===== config.mk =====
export PLATFORM = sky130hd
export DESIGN_NAME = rag_deadlock_detector_flat
export DESIGN_NICKNAME = d
export VERILOG_FILES = /design/src/rag_pkg.sv /design/src/rag_item_if.sv /design/src/rag_result_if.sv /design/src/rag_deadlock_detector.sv /design/src/flat_wrapper.sv
export SDC_FILE = /design/constraint.sdc
export NUM_CORES = 1
export LEC_CHECK = 0
export BUFFER_PORTS_ARGS = -buffer_cell sky130_fd_sc_hd__buf_4
export CAP_MARGIN = 20
export CORE_MARGIN = 1.5
export CORE_UTILIZATION = 64
export DETAILED_ROUTE_END_ITERATION = 12
export PLACE_DENSITY = 0.89
export SYNTH_ARGS = -nofsm -noshare
export SYNTH_HDL_FRONTEND = slang
export SYNTH_SLANG_ARGS = --single-unit

===== constraint.sdc =====
create_clock -name clk -period 8.41 [get_ports clk]
set_clock_uncertainty 0.2 [all_clocks]
set_input_delay 0.4205 -clock clk [delete_from_list [all_inputs] [get_ports clk]]
set_output_delay 0.4205 -clock clk [all_outputs]
set_load 0.02 [all_outputs]

===== src/rag_pkg.sv =====
// ----------------------------------------------------------------------------
// rag_pkg: shared types, constants and microcode for the deadlock detector
// Holds the command codes, the sequencer step and control word types, and
// the read-only program that steps the graph datapath.
// ----------------------------------------------------------------------------
package rag_pkg;

    localparam int MAX_NODES        = 8;
    localparam int NODE_W           = 3;
    localparam int COUNT_W          = 4;
    localparam int MIN_CYCLE_DEPTH  = 3;
    localparam int NODE_COUNT_RESET = 5;

    typedef logic [NODE_W-1:0]    node_t;
    typedef logic [COUNT_W-1:0]   count_t;
    typedef logic [MAX_NODES-1:0] row_t;

    typedef enum logic [1:0] {
        CMD_REQUEST = 2'd0,
        CMD_RELEASE = 2'd1,
        CMD_DETECT  = 2'd2,
        CMD_UNUSED  = 2'd3
    } cmd_t;

    typedef enum logic [2:0] {
        S_IDLE,
        S_REQUEST,
        S_RELEASE,
        S_DETECT,
        S_WALK_INIT,
        S_WALK_STEP,
        S_NEXT_START,
        S_EMIT
    } step_t;

    typedef enum logic [2:0] {
        OP_IDLE,
        OP_REQUEST,
        OP_RELEASE,
        OP_DETECT_INIT,
        OP_WALK_INIT,
        OP_WALK_STEP,
        OP_NEXT_START,
        OP_EMIT
    } op_t;

    // hold keeps the step; otherwise jump; otherwise fall through
    typedef enum logic [1:0] {
        HC_NEVER,
        HC_NO_BEAT,
        HC_WALKING,
        HC_OUT_FULL
    } hold_cond_t;

    typedef enum logic [2:0] {
        JC_NEVER,
        JC_ALWAYS,
        JC_DISPATCH,
        JC_START_DONE,
        JC_FOUND
    } jump_cond_t;

    typedef struct packed {
        op_t        op;
        hold_cond_t hold;
        jump_cond_t jump;
        step_t      target;
    } uword_t;

    function automatic uword_t ucode(input step_t s);
        uword_t w;
        case (s)
            S_IDLE:       w = '{OP_IDLE,        HC_NO_BEAT,  JC_DISPATCH,   S_IDLE};
            S_REQUEST:    w = '{OP_REQUEST,     HC_NEVER,    JC_ALWAYS,     S_EMIT};
            S_RELEASE:    w = '{OP_RELEASE,     HC_NEVER,    JC_ALWAYS,     S_EMIT};
            S_DETECT:     w = '{OP_DETECT_INIT, HC_NEVER,    JC_NEVER,      S_IDLE};
            S_WALK_INIT:  w = '{OP_WALK_INIT,   HC_NEVER,    JC_START_DONE, S_EMIT};
            S_WALK_STEP:  w = '{OP_WALK_STEP,   HC_WALKING,  JC_FOUND,      S_EMIT};
            S_NEXT_START: w = '{OP_NEXT_START,  HC_NEVER,    JC_ALWAYS,     S_WALK_INIT};
            S_EMIT:       w = '{OP_EMIT,        HC_OUT_FULL, JC_ALWAYS,     S_IDLE};
            default:      w = '{OP_IDLE,        HC_NEVER,    JC_ALWAYS,     S_IDLE};
        endcase
        return w;
    endfunction

    function automatic step_t dispatch(input cmd_t c);
        step_t s;
        case (c)
            CMD_REQUEST: s = S_REQUEST;
            CMD_RELEASE: s = S_RELEASE;
            CMD_DETECT:  s = S_DETECT;
            default:     s = S_EMIT;
        endcase
        return s;
    endfunction

    function automatic row_t node_mask(input count_t n);
        row_t m;
        for (int k = 0; k < MAX_NODES; k++)
        begin
            m[k] = (count_t'(k) < n);
        end
        return m;
    endfunction

endpackage


===== src/rag_item_if.sv =====
// ----------------------------------------------------------------------------
// rag_item_if: command channel of the deadlock detector
// Carries one command beat: command code, process node and resource node.
// ----------------------------------------------------------------------------
interface rag_item_if;
    logic                 valid;
    logic                 ready;
    logic [1:0]           cmd;
    rag_pkg::node_t       process_node;
    rag_pkg::node_t       resource_node;

    modport source (output valid, output cmd, output process_node,
                    output resource_node, input ready);
    modport sink   (input valid, input cmd, input process_node,
                    input resource_node, output ready);
endinterface


===== src/rag_result_if.sv =====
// ----------------------------------------------------------------------------
// rag_result_if: result channel of the deadlock detector
// Carries one result beat: grant flag, deadlock flag and cycle start node.
// ----------------------------------------------------------------------------
interface rag_result_if;
    logic                 valid;
    logic                 ready;
    logic                 granted;
    logic                 deadlock;
    rag_pkg::node_t       cycle_start;

    modport source (output valid, output granted, output deadlock,
                    output cycle_start, input ready);
    modport sink   (input valid, input granted, input deadlock,
                    input cycle_start, output ready);
endinterface


===== src/rag_deadlock_detector.sv =====
// ----------------------------------------------------------------------------
// rag_deadlock_detector: resource allocation graph with cycle detection
// Keeps the graph as an 8x8 adjacency bit matrix, applies request and release
// beats, and runs a depth-first walk from each node in use on a detect beat.
// A microcoded sequencer steps one shared walk datapath.
// ----------------------------------------------------------------------------
//  channel   direction  handshake      payload
//  item      sink       valid/ready    cmd, process_node, resource_node
//  result    source     valid/ready    granted, deadlock, cycle_start
//  cfg       sink       cfg_wr_en      cfg_wr_data (node_count)
//
//  Request and release pass their own step, then the output step, which
//  registers result valid; unused goes straight to the output step.
//  Detect walks from each start node, paced by the single row read per cycle.
//  A new item beat is taken in the idle step while a result still waits.
//  Reset clears the graph, the walk control and node_count to 5; no sweep.
//  A stalled result holds the sequencer in its output step.
// ----------------------------------------------------------------------------
module rag_deadlock_detector
(
    input  logic                  clk,
    input  logic                  rst_n,
    rag_item_if.sink              item,
    rag_result_if.source          result,
    input  logic                  cfg_wr_en,
    input  logic [3:0]            cfg_wr_data
);

    typedef rag_pkg::row_t   row_t;
    typedef rag_pkg::node_t  node_t;
    typedef rag_pkg::count_t count_t;

    localparam count_t MAX_COUNT = count_t'(rag_pkg::MAX_NODES);

    rag_pkg::step_t  step_reg, step_next;
    rag_pkg::uword_t uw;

    count_t     node_count_reg, node_count_next;
    row_t       adj_reg [rag_pkg::MAX_NODES];
    row_t       adj_next [rag_pkg::MAX_NODES];
    row_t       visited_reg, visited_next;
    node_t      stack_reg [rag_pkg::MAX_NODES];
    node_t      stack_next [rag_pkg::MAX_NODES];
    count_t     col_reg [rag_pkg::MAX_NODES];
    count_t     col_next [rag_pkg::MAX_NODES];
    count_t     sp_reg, sp_next;
    count_t     start_reg, start_next;

    rag_pkg::cmd_t cmd_reg, cmd_next;
    node_t      proc_reg, proc_next;
    node_t      res_reg, res_next;
    logic       granted_reg, granted_next;
    logic       deadlock_reg, deadlock_next;

    logic       out_valid_reg, out_valid_next;
    logic       out_granted_reg, out_granted_next;
    logic       out_deadlock_reg, out_deadlock_next;
    node_t      out_start_reg, out_start_next;

    count_t     n;
    row_t       mask;
    node_t      row_addr;
    row_t       row;
    row_t       row_eff;
    logic       grant;
    node_t      lvl;
    node_t      top;
    count_t     col;
    logic       col_live;
    logic       edge_hit;
    logic       found;
    logic       start_done;
    logic       in_beat;
    logic       out_full;
    logic       hold;
    logic       jump;

    assign n          = (node_count_reg > MAX_COUNT) ? MAX_COUNT : node_count_reg;
    assign mask       = rag_pkg::node_mask(n);
    assign uw         = rag_pkg::ucode(step_reg);
    assign in_beat    = item.valid && item.ready;
    assign out_full   = out_valid_reg && !result.ready;
    assign start_done = (start_reg >= n);

    assign lvl      = sp_reg[rag_pkg::NODE_W-1:0] - node_t'(1);
    assign top      = stack_reg[lvl];
    assign col      = col_reg[lvl];
    assign col_live = (sp_reg != '0) && (col < n);
    assign row_addr = (uw.op == rag_pkg::OP_WALK_STEP) ? top : res_reg;
    assign row      = adj_reg[row_addr];
    assign edge_hit = col_live && row[col[rag_pkg::NODE_W-1:0]];
    assign found    = edge_hit && (col == start_reg)
                      && ({1'b0, lvl} >= count_t'(rag_pkg::MIN_CYCLE_DEPTH));

    always_comb
    begin
        row_eff = row;
        if (proc_reg == res_reg)
        begin
            row_eff[res_reg] = 1'b1;
        end
    end
    assign grant = ((row_eff & mask) == '0);

    always_comb
    begin
        case (uw.hold)
            rag_pkg::HC_NO_BEAT:  hold = !in_beat;
            rag_pkg::HC_WALKING:  hold = (sp_reg != '0) && !found;
            rag_pkg::HC_OUT_FULL: hold = out_full;
            default:              hold = 1'b0;
        endcase
        case (uw.jump)
            rag_pkg::JC_ALWAYS:     jump = 1'b1;
            rag_pkg::JC_DISPATCH:   jump = 1'b1;
            rag_pkg::JC_START_DONE: jump = start_done;
            rag_pkg::JC_FOUND:      jump = found;
            default:                jump = 1'b0;
        endcase
        if (hold)
        begin
            step_next = step_reg;
        end
        else if (jump && uw.jump == rag_pkg::JC_DISPATCH)
        begin
            step_next = rag_pkg::dispatch(rag_pkg::cmd_t'(item.cmd));
        end
        else if (jump)
        begin
            step_next = uw.target;
        end
        else
        begin
            step_next = rag_pkg::step_t'(step_reg + 3'd1);
        end
    end

    always_comb
    begin
        node_count_next   = cfg_wr_en ? cfg_wr_data : node_count_reg;
        adj_next          = adj_reg;
        visited_next      = visited_reg;
        stack_next        = stack_reg;
        col_next          = col_reg;
        sp_next           = sp_reg;
        start_next        = start_reg;
        cmd_next          = cmd_reg;
        proc_next         = proc_reg;
        res_next          = res_reg;
        granted_next      = granted_reg;
        deadlock_next     = deadlock_reg;
        out_valid_next    = out_valid_reg && !result.ready;
        out_granted_next  = out_granted_reg;
        out_deadlock_next = out_deadlock_reg;
        out_start_next    = out_start_reg;

        case (uw.op)
            rag_pkg::OP_IDLE:
            begin
                if (in_beat)
                begin
                    cmd_next      = rag_pkg::cmd_t'(item.cmd);
                    proc_next     = item.process_node;
                    res_next      = item.resource_node;
                    granted_next  = 1'b0;
                    deadlock_next = 1'b0;
                    start_next    = '0;
                end
            end
            rag_pkg::OP_REQUEST:
            begin
                if (grant)
                begin
                    adj_next[proc_reg][res_reg] = 1'b0;
                    adj_next[res_reg][proc_reg] = 1'b1;
                    granted_next                = 1'b1;
                end
                else
                begin
                    adj_next[proc_reg][res_reg] = 1'b1;
                end
            end
            rag_pkg::OP_RELEASE:
            begin
                adj_next[res_reg][proc_reg] = 1'b0;
            end
            rag_pkg::OP_DETECT_INIT:
            begin
                start_next    = '0;
                deadlock_next = 1'b0;
            end
            rag_pkg::OP_WALK_INIT:
            begin
                if (!start_done)
                begin
                    visited_next                         = '0;
                    visited_next[start_reg[rag_pkg::NODE_W-1:0]] = 1'b1;
                    stack_next[0]                        = start_reg[rag_pkg::NODE_W-1:0];
                    col_next[0]                          = '0;
                    sp_next                              = count_t'(1);
                end
            end
            rag_pkg::OP_WALK_STEP:
            begin
                if (sp_reg != '0)
                begin
                    if (!col_live)
                    begin
                        sp_next = sp_reg - count_t'(1);
                    end
                    else
                    begin
                        col_next[lvl] = col + count_t'(1);
                        if (found)
                        begin
                            deadlock_next = 1'b1;
                        end
                        else if (edge_hit && !visited_reg[col[rag_pkg::NODE_W-1:0]]
                                 && sp_reg < MAX_COUNT)
                        begin
                            visited_next[col[rag_pkg::NODE_W-1:0]]  = 1'b1;
                            stack_next[sp_reg[rag_pkg::NODE_W-1:0]] = col[rag_pkg::NODE_W-1:0];
                            col_next[sp_reg[rag_pkg::NODE_W-1:0]]   = '0;
                            sp_next                                 = sp_reg + count_t'(1);
                        end
                    end
                end
            end
            rag_pkg::OP_NEXT_START:
            begin
                start_next = start_reg + count_t'(1);
            end
            rag_pkg::OP_EMIT:
            begin
                if (!out_full)
                begin
                    out_valid_next    = 1'b1;
                    out_granted_next  = granted_reg;
                    out_deadlock_next = deadlock_reg;
                    out_start_next    = deadlock_reg ? start_reg[rag_pkg::NODE_W-1:0] : '0;
                    sp_next           = '0;
                end
            end
            default:
            begin
            end
        endcase
    end

    always_ff @(posedge clk or negedge rst_n)
    begin
        if (!rst_n)
        begin
            step_reg       <= rag_pkg::S_IDLE;
            node_count_reg <= count_t'(rag_pkg::NODE_COUNT_RESET);
            adj_reg        <= '{default: '0};
            visited_reg    <= '0;
            sp_reg         <= '0;
            start_reg      <= '0;
            cmd_reg        <= rag_pkg::CMD_REQUEST;
            granted_reg    <= 1'b0;
            deadlock_reg   <= 1'b0;
            out_valid_reg  <= 1'b0;
        end
        else
        begin
            step_reg       <= step_next;
            node_count_reg <= node_count_next;
            adj_reg        <= adj_next;
            visited_reg    <= visited_next;
            sp_reg         <= sp_next;
            start_reg      <= start_next;
            cmd_reg        <= cmd_next;
            granted_reg    <= granted_next;
            deadlock_reg   <= deadlock_next;
            out_valid_reg  <= out_valid_next;
        end
    end

    always_ff @(posedge clk)
    begin
        stack_reg        <= stack_next;
        col_reg          <= col_next;
        proc_reg         <= proc_next;
        res_reg          <= res_next;
        out_granted_reg  <= out_granted_next;
        out_deadlock_reg <= out_deadlock_next;
        out_start_reg    <= out_start_next;
    end

    assign item.ready         = (step_reg == rag_pkg::S_IDLE);
    assign result.valid       = out_valid_reg;
    assign result.granted     = out_granted_reg;
    assign result.deadlock    = out_deadlock_reg;
    assign result.cycle_start = out_start_reg;

`ifndef SYNTHESIS
    a_sp_bounded: assert property (@(posedge clk) disable iff (!rst_n)
        sp_reg <= MAX_COUNT)
        else $error("walk stack pointer beyond node limit");

    a_start_visited: assert property (@(posedge clk) disable iff (!rst_n)
        (step_reg == rag_pkg::S_WALK_STEP && sp_reg != '0)
        |-> visited_reg[start_reg[rag_pkg::NODE_W-1:0]])
        else $error("start node not marked during walk");

    a_valid_from_emit: assert property (@(posedge clk) disable iff (!rst_n)
        $rose(result.valid) |-> $past(step_reg == rag_pkg::S_EMIT))
        else $error("result raised outside the output step");

    a_deadlock_cmd: assert property (@(posedge clk) disable iff (!rst_n)
        (step_reg == rag_pkg::S_EMIT && deadlock_reg) |-> cmd_reg == rag_pkg::CMD_DETECT)
        else $error("deadlock flagged for a non-detect command");

    a_grant_cmd: assert property (@(posedge clk) disable iff (!rst_n)
        (step_reg == rag_pkg::S_EMIT && granted_reg) |-> cmd_reg == rag_pkg::CMD_REQUEST)
        else $error("grant flagged for a non-request command");
`endif

endmodule

===== src/flat_wrapper.sv =====
// flat-port wrapper written by rule: the top's interface ports become plain ports
module rag_deadlock_detector_flat 
  (clk, rst_n, cfg_wr_en, cfg_wr_data, item_valid, item_cmd, item_process_node, item_resource_node, item_ready, result_valid, result_granted, result_deadlock, result_cycle_start, result_ready);
  rag_item_if item_i ();
  rag_result_if result_i ();
  input  logic clk;
  input  logic rst_n;
  input  logic cfg_wr_en;
  input  logic [3:0] cfg_wr_data;
  input wire logic [$bits(item_i.valid)-1:0] item_valid;
  input wire logic [$bits(item_i.cmd)-1:0] item_cmd;
  input wire logic [$bits(item_i.process_node)-1:0] item_process_node;
  input wire logic [$bits(item_i.resource_node)-1:0] item_resource_node;
  output wire logic [$bits(item_i.ready)-1:0] item_ready;
  output wire logic [$bits(result_i.valid)-1:0] result_valid;
  output wire logic [$bits(result_i.granted)-1:0] result_granted;
  output wire logic [$bits(result_i.deadlock)-1:0] result_deadlock;
  output wire logic [$bits(result_i.cycle_start)-1:0] result_cycle_start;
  input wire logic [$bits(result_i.ready)-1:0] result_ready;
  assign item_i.valid = item_valid;
  assign item_i.cmd = item_cmd;
  assign item_i.process_node = item_process_node;
  assign item_i.resource_node = item_resource_node;
  assign item_ready = item_i.ready;
  assign result_valid = result_i.valid;
  assign result_granted = result_i.granted;
  assign result_deadlock = result_i.deadlock;
  assign result_cycle_start = result_i.cycle_start;
  assign result_i.ready = result_ready;
  rag_deadlock_detector u_core (.clk(clk), .rst_n(rst_n), .item(item_i), .result(result_i), .cfg_wr_en(cfg_wr_en), .cfg_wr_data(cfg_wr_data));
endmodule

==> metrics.cfg <==
[run_status]
status = finished, final reports clean

[timing]
period_share_pct = 78.3
slew_viol_final = 0
tns_ns = 0
layout_min_cycle_time_ns = 6.58
fmax_ghz = 0.152
setup_viol = 0
worst_pin_slew_ns = 1.22
grt_setup_unrepaired = false
hold_viol = 0
slew_headroom_pct = 17.9

[cts]
insertion_delay_ns = 0.45
cts-htree-levels = 4
numCtsBuffers = 17
clkTransAtPathRegs_ns = 0.07
clockBufferDepth = 2
clock-sinks = 157
cts_resized = 0
cts_setup_buffers = 0
cts_root_buf = clkbuf_16
cts_tree = built

[routing]
drc = 0
ant_nets = 0
totalWireLength_um = 35600
wl_per_cell_um = 22.7
dr.first_iter.drc_count = 1862
routed-via-count = 11300
viasPerCell = 7.20
firstDrtPassIters = 10

[worst_setup_path]
max_stage_delay_ns = 0.77
cp-end-kind = flop
worstSetupPathType = flop to flop
cp_max_fo = 40
cp-start-kind = flop
cpLargestDelayFamily = compound AO/OA/AOI/OAI gates
path_cells = inv_1 > ha_1 > ha_1 > buf_4 > a21oi_1 > a211o_1 > o211ai_2 > nand2_1 > mux4_1 > a211oi_1 > nor3b_1 > o21bai_2 > nand3_2 > buf_4 > o21ai_0 > o221a_1
worst-path-buf-inv = 3
cpMaxStageDelayCell = nand3_2
required_ns = 8.59
arrival_ns = 6.76

[synthesis]
synth_seq_area_share_pct = 37.7
synth.distinct_cells = 88
synth_edf_count = 67
netlist.area_leader.share_pct = 19.4
postSynthCellCount = 1369
synth.largest_area_cell = dfrtp_1
syn_nets = 1408
synth_area_leaders = dfrtp_1 19%, edfxtp_1 18%, nand2_1 7.3%, nor2_1 5.6%, o21ai_0 4.7%
yosysWarnings = 0
netlist_area_mm2 = 0.0113
ys_async_sr_fraction_pct = 57.3
syn_area_per_cell_um2 = 8.27
ys.flop_type = dfrtp_1
ys_ff_latch = 157

[placed_design]
routabilityCongestion = 0.978
io_buffers = 23
place_area_mm2 = 0.0115
hpwl_um = 24000

[final_layout]
antenna_cells = 0
final_area_mm2 = 0.0122
syn_to_final_growth_pct = 7.60
finish.net_count = 1372
largest_reg_flops = 64
layout-drive-gt1-share_pct = 9.44

[die]
core-area_mm2 = 0.0173
initial_core_util_pct = 65.5
die_h_um = 136
pin_count = 24
row_count = 48
die_x_um = 136
dieArea_mm2 = 0.0185

[global_route]
grt_start_max_net_pins = 90
globalRouteOverflowTotal = 0
antenna_found_initial = 1
grt_pass1_wl_um = 56100
grt_pass1_vias = 10600
grt_usage_pct = 38.9

[power]
peakVddDrop_v = 0.000352
p_per_area_mw_per_mm2 = 448
p_leak_nw = 4.60

[min_path]
hold_path_class = input port to flop

[flow_run]
max-cap-violations = 0

## what timing repair did
item	CTS	global route
hold endpoints to repair	26	0
endpoints found under the setup margin	0	0
hold buffers	9	0
## metal layers
| layer | track usage [%] | up-vias | wire length (um) |
|---|---|---|---|
| met3 | 8.58 | 164 | 3910 |
| li1 | - | 4978 | - |
| met1 | 50.2 | 5320 | 13600 |
| met2 | 61.9 | 844 | 16500 |
| met5 | 0 | - | 16 |
| met4 | 19.4 | 2 | 1510 |
## cell usage after synthesis (all sizes together) (11+ instances only)
| cell type | n |
|---|---|
| a211oi | 27 |
| a21oi | 89 |
| a221oi | 24 |
| a31oi | 22 |
| and2 | 19 |
| and3 | 23 |
| buf | 27 |
| clkbuf | 81 |
| dfrtp | 88 |
| edfxtp | 67 |
| ha | 21 |
| inv | 22 |
| mux2i | 33 |
| nand2 | 222 |
| nand2b | 11 |
| nand3 | 33 |
| nor2 | 169 |
| nor2b | 11 |
| nor3 | 20 |
| o211a | 11 |
| o21a | 19 |
| o21ai | 113 |
| o221a | 15 |
| o22ai | 15 |
| o31ai | 23 |
| xnor2 | 11 |
## placed cells by master, fill, tap and decap left out, types with 9 or more instances in the layout
| master | synthesis | layout |
|---|---|---|
| nand2_1 | 221 | 221 |
| nor2_1 | 169 | 167 |
| o21ai_0 | 106 | 106 |
| dfrtp_1 | 88 | 88 |
| a21oi_1 | 87 | 87 |
| edfxtp_1 | 67 | 67 |
| buf_4 | 4 | 43 |
| mux2i_1 | 33 | 33 |
| nand3_1 | 32 | 32 |
| a211oi_1 | 27 | 27 |
| and3_1 | 23 | 23 |
| o31ai_1 | 22 | 22 |
| a31oi_1 | 22 | 22 |
| inv_1 | 21 | 21 |
| ha_1 | 21 | 21 |
| o21a_1 | 19 | 19 |
| and2_1 | 19 | 19 |
| nor3_1 | 18 | 18 |
| clkbuf_16 | 0 | 18 |
| a221oi_1 | 17 | 17 |
| o22ai_1 | 15 | 15 |
| nand2b_1 | 11 | 11 |
| xnor2_1 | 11 | 11 |
| o211a_1 | 11 | 11 |
| o221a_1 | 11 | 11 |
| nor2b_1 | 11 | 10 |
| nor3b_1 | 9 | 9 |
| o2111ai_1 | 9 | 9 |
| dlygate4sd3_1 | 0 | 9 |
## logic make-up after synthesis
logic type      after synthesis  synth area share, %
simple gates                564                 22.7
compound gates              433                 26.5
flops                       157                 37.7
buf+inv                     132                 4.79
mux                          42                 4.34
fa+ha+maj                    23                 2.58
xor+xnor                     18                 1.39
## power breakdown
part | switching, mW | internal, mW | leakage, nW
Combinational | 2.41 | 1.05 | 2.49
Clock | 0.351 | 0.431 | 0.283
Sequential | 0.154 | 1.06 | 1.83
## path summary, 6_finish.rpt
kind / slack (ns) / startpoint / to / depth (start not counted)
min: 0.01 / cfg_wr_data[2] / u_core.node_count_reg[2]$_DFFE_PN1P_ / 2
min in group asynchronous: 0.20 / rst_n / u_core.granted_reg$_DFFE_PN0P_ / 2
min reg2reg: 0.31 / u_core.granted_reg$_DFFE_PN0P_ / u_core.result.granted$_DFFE_PP_ / 0
max reg2reg: 1.83 / u_core.sp_reg[1]$_DFFE_PN0P_ / u_core.adj_reg[50]$_DFFE_PN0P_ / 16
max: 1.83 / u_core.sp_reg[1]$_DFFE_PN0P_ / u_core.adj_reg[50]$_DFFE_PN0P_ / 16
max in group asynchronous: 6.53 / rst_n / u_core.adj_reg[28]$_DFFE_PN0P_ / 3
## stage by stage
step,setup slack (ns),std cells,hold WS [ns],power (mW),util [%]
2_1_floorplan,1.55,1369,-0.0751,3.67,-
3_3_place_gp,2.30,1529,0.119,4.40,66.5
3_5_place_dp,2.02,1529,0.118,4.52,66.5
4_1_cts,2.03,1570,0.0165,5.32,70.4
5_1_grt,1.50,1571,0.0242,5.73,70.5
6_report,1.83,1571,0.0148,5.46,70.5
## area by class of cell
cell class                      count  area (um2)
Inverter                           24        90.1
Tap cell                          225         282
Clock inverter                     13         130
Sequential cell                   157        4270
Multi-Input combinational cell   1080        6550
Timing Repair Buffer               53         418
Clock buffer                       19         454
Fill cell                        1270        5110
Note: power is estimated with default switching activity, not from simulation.
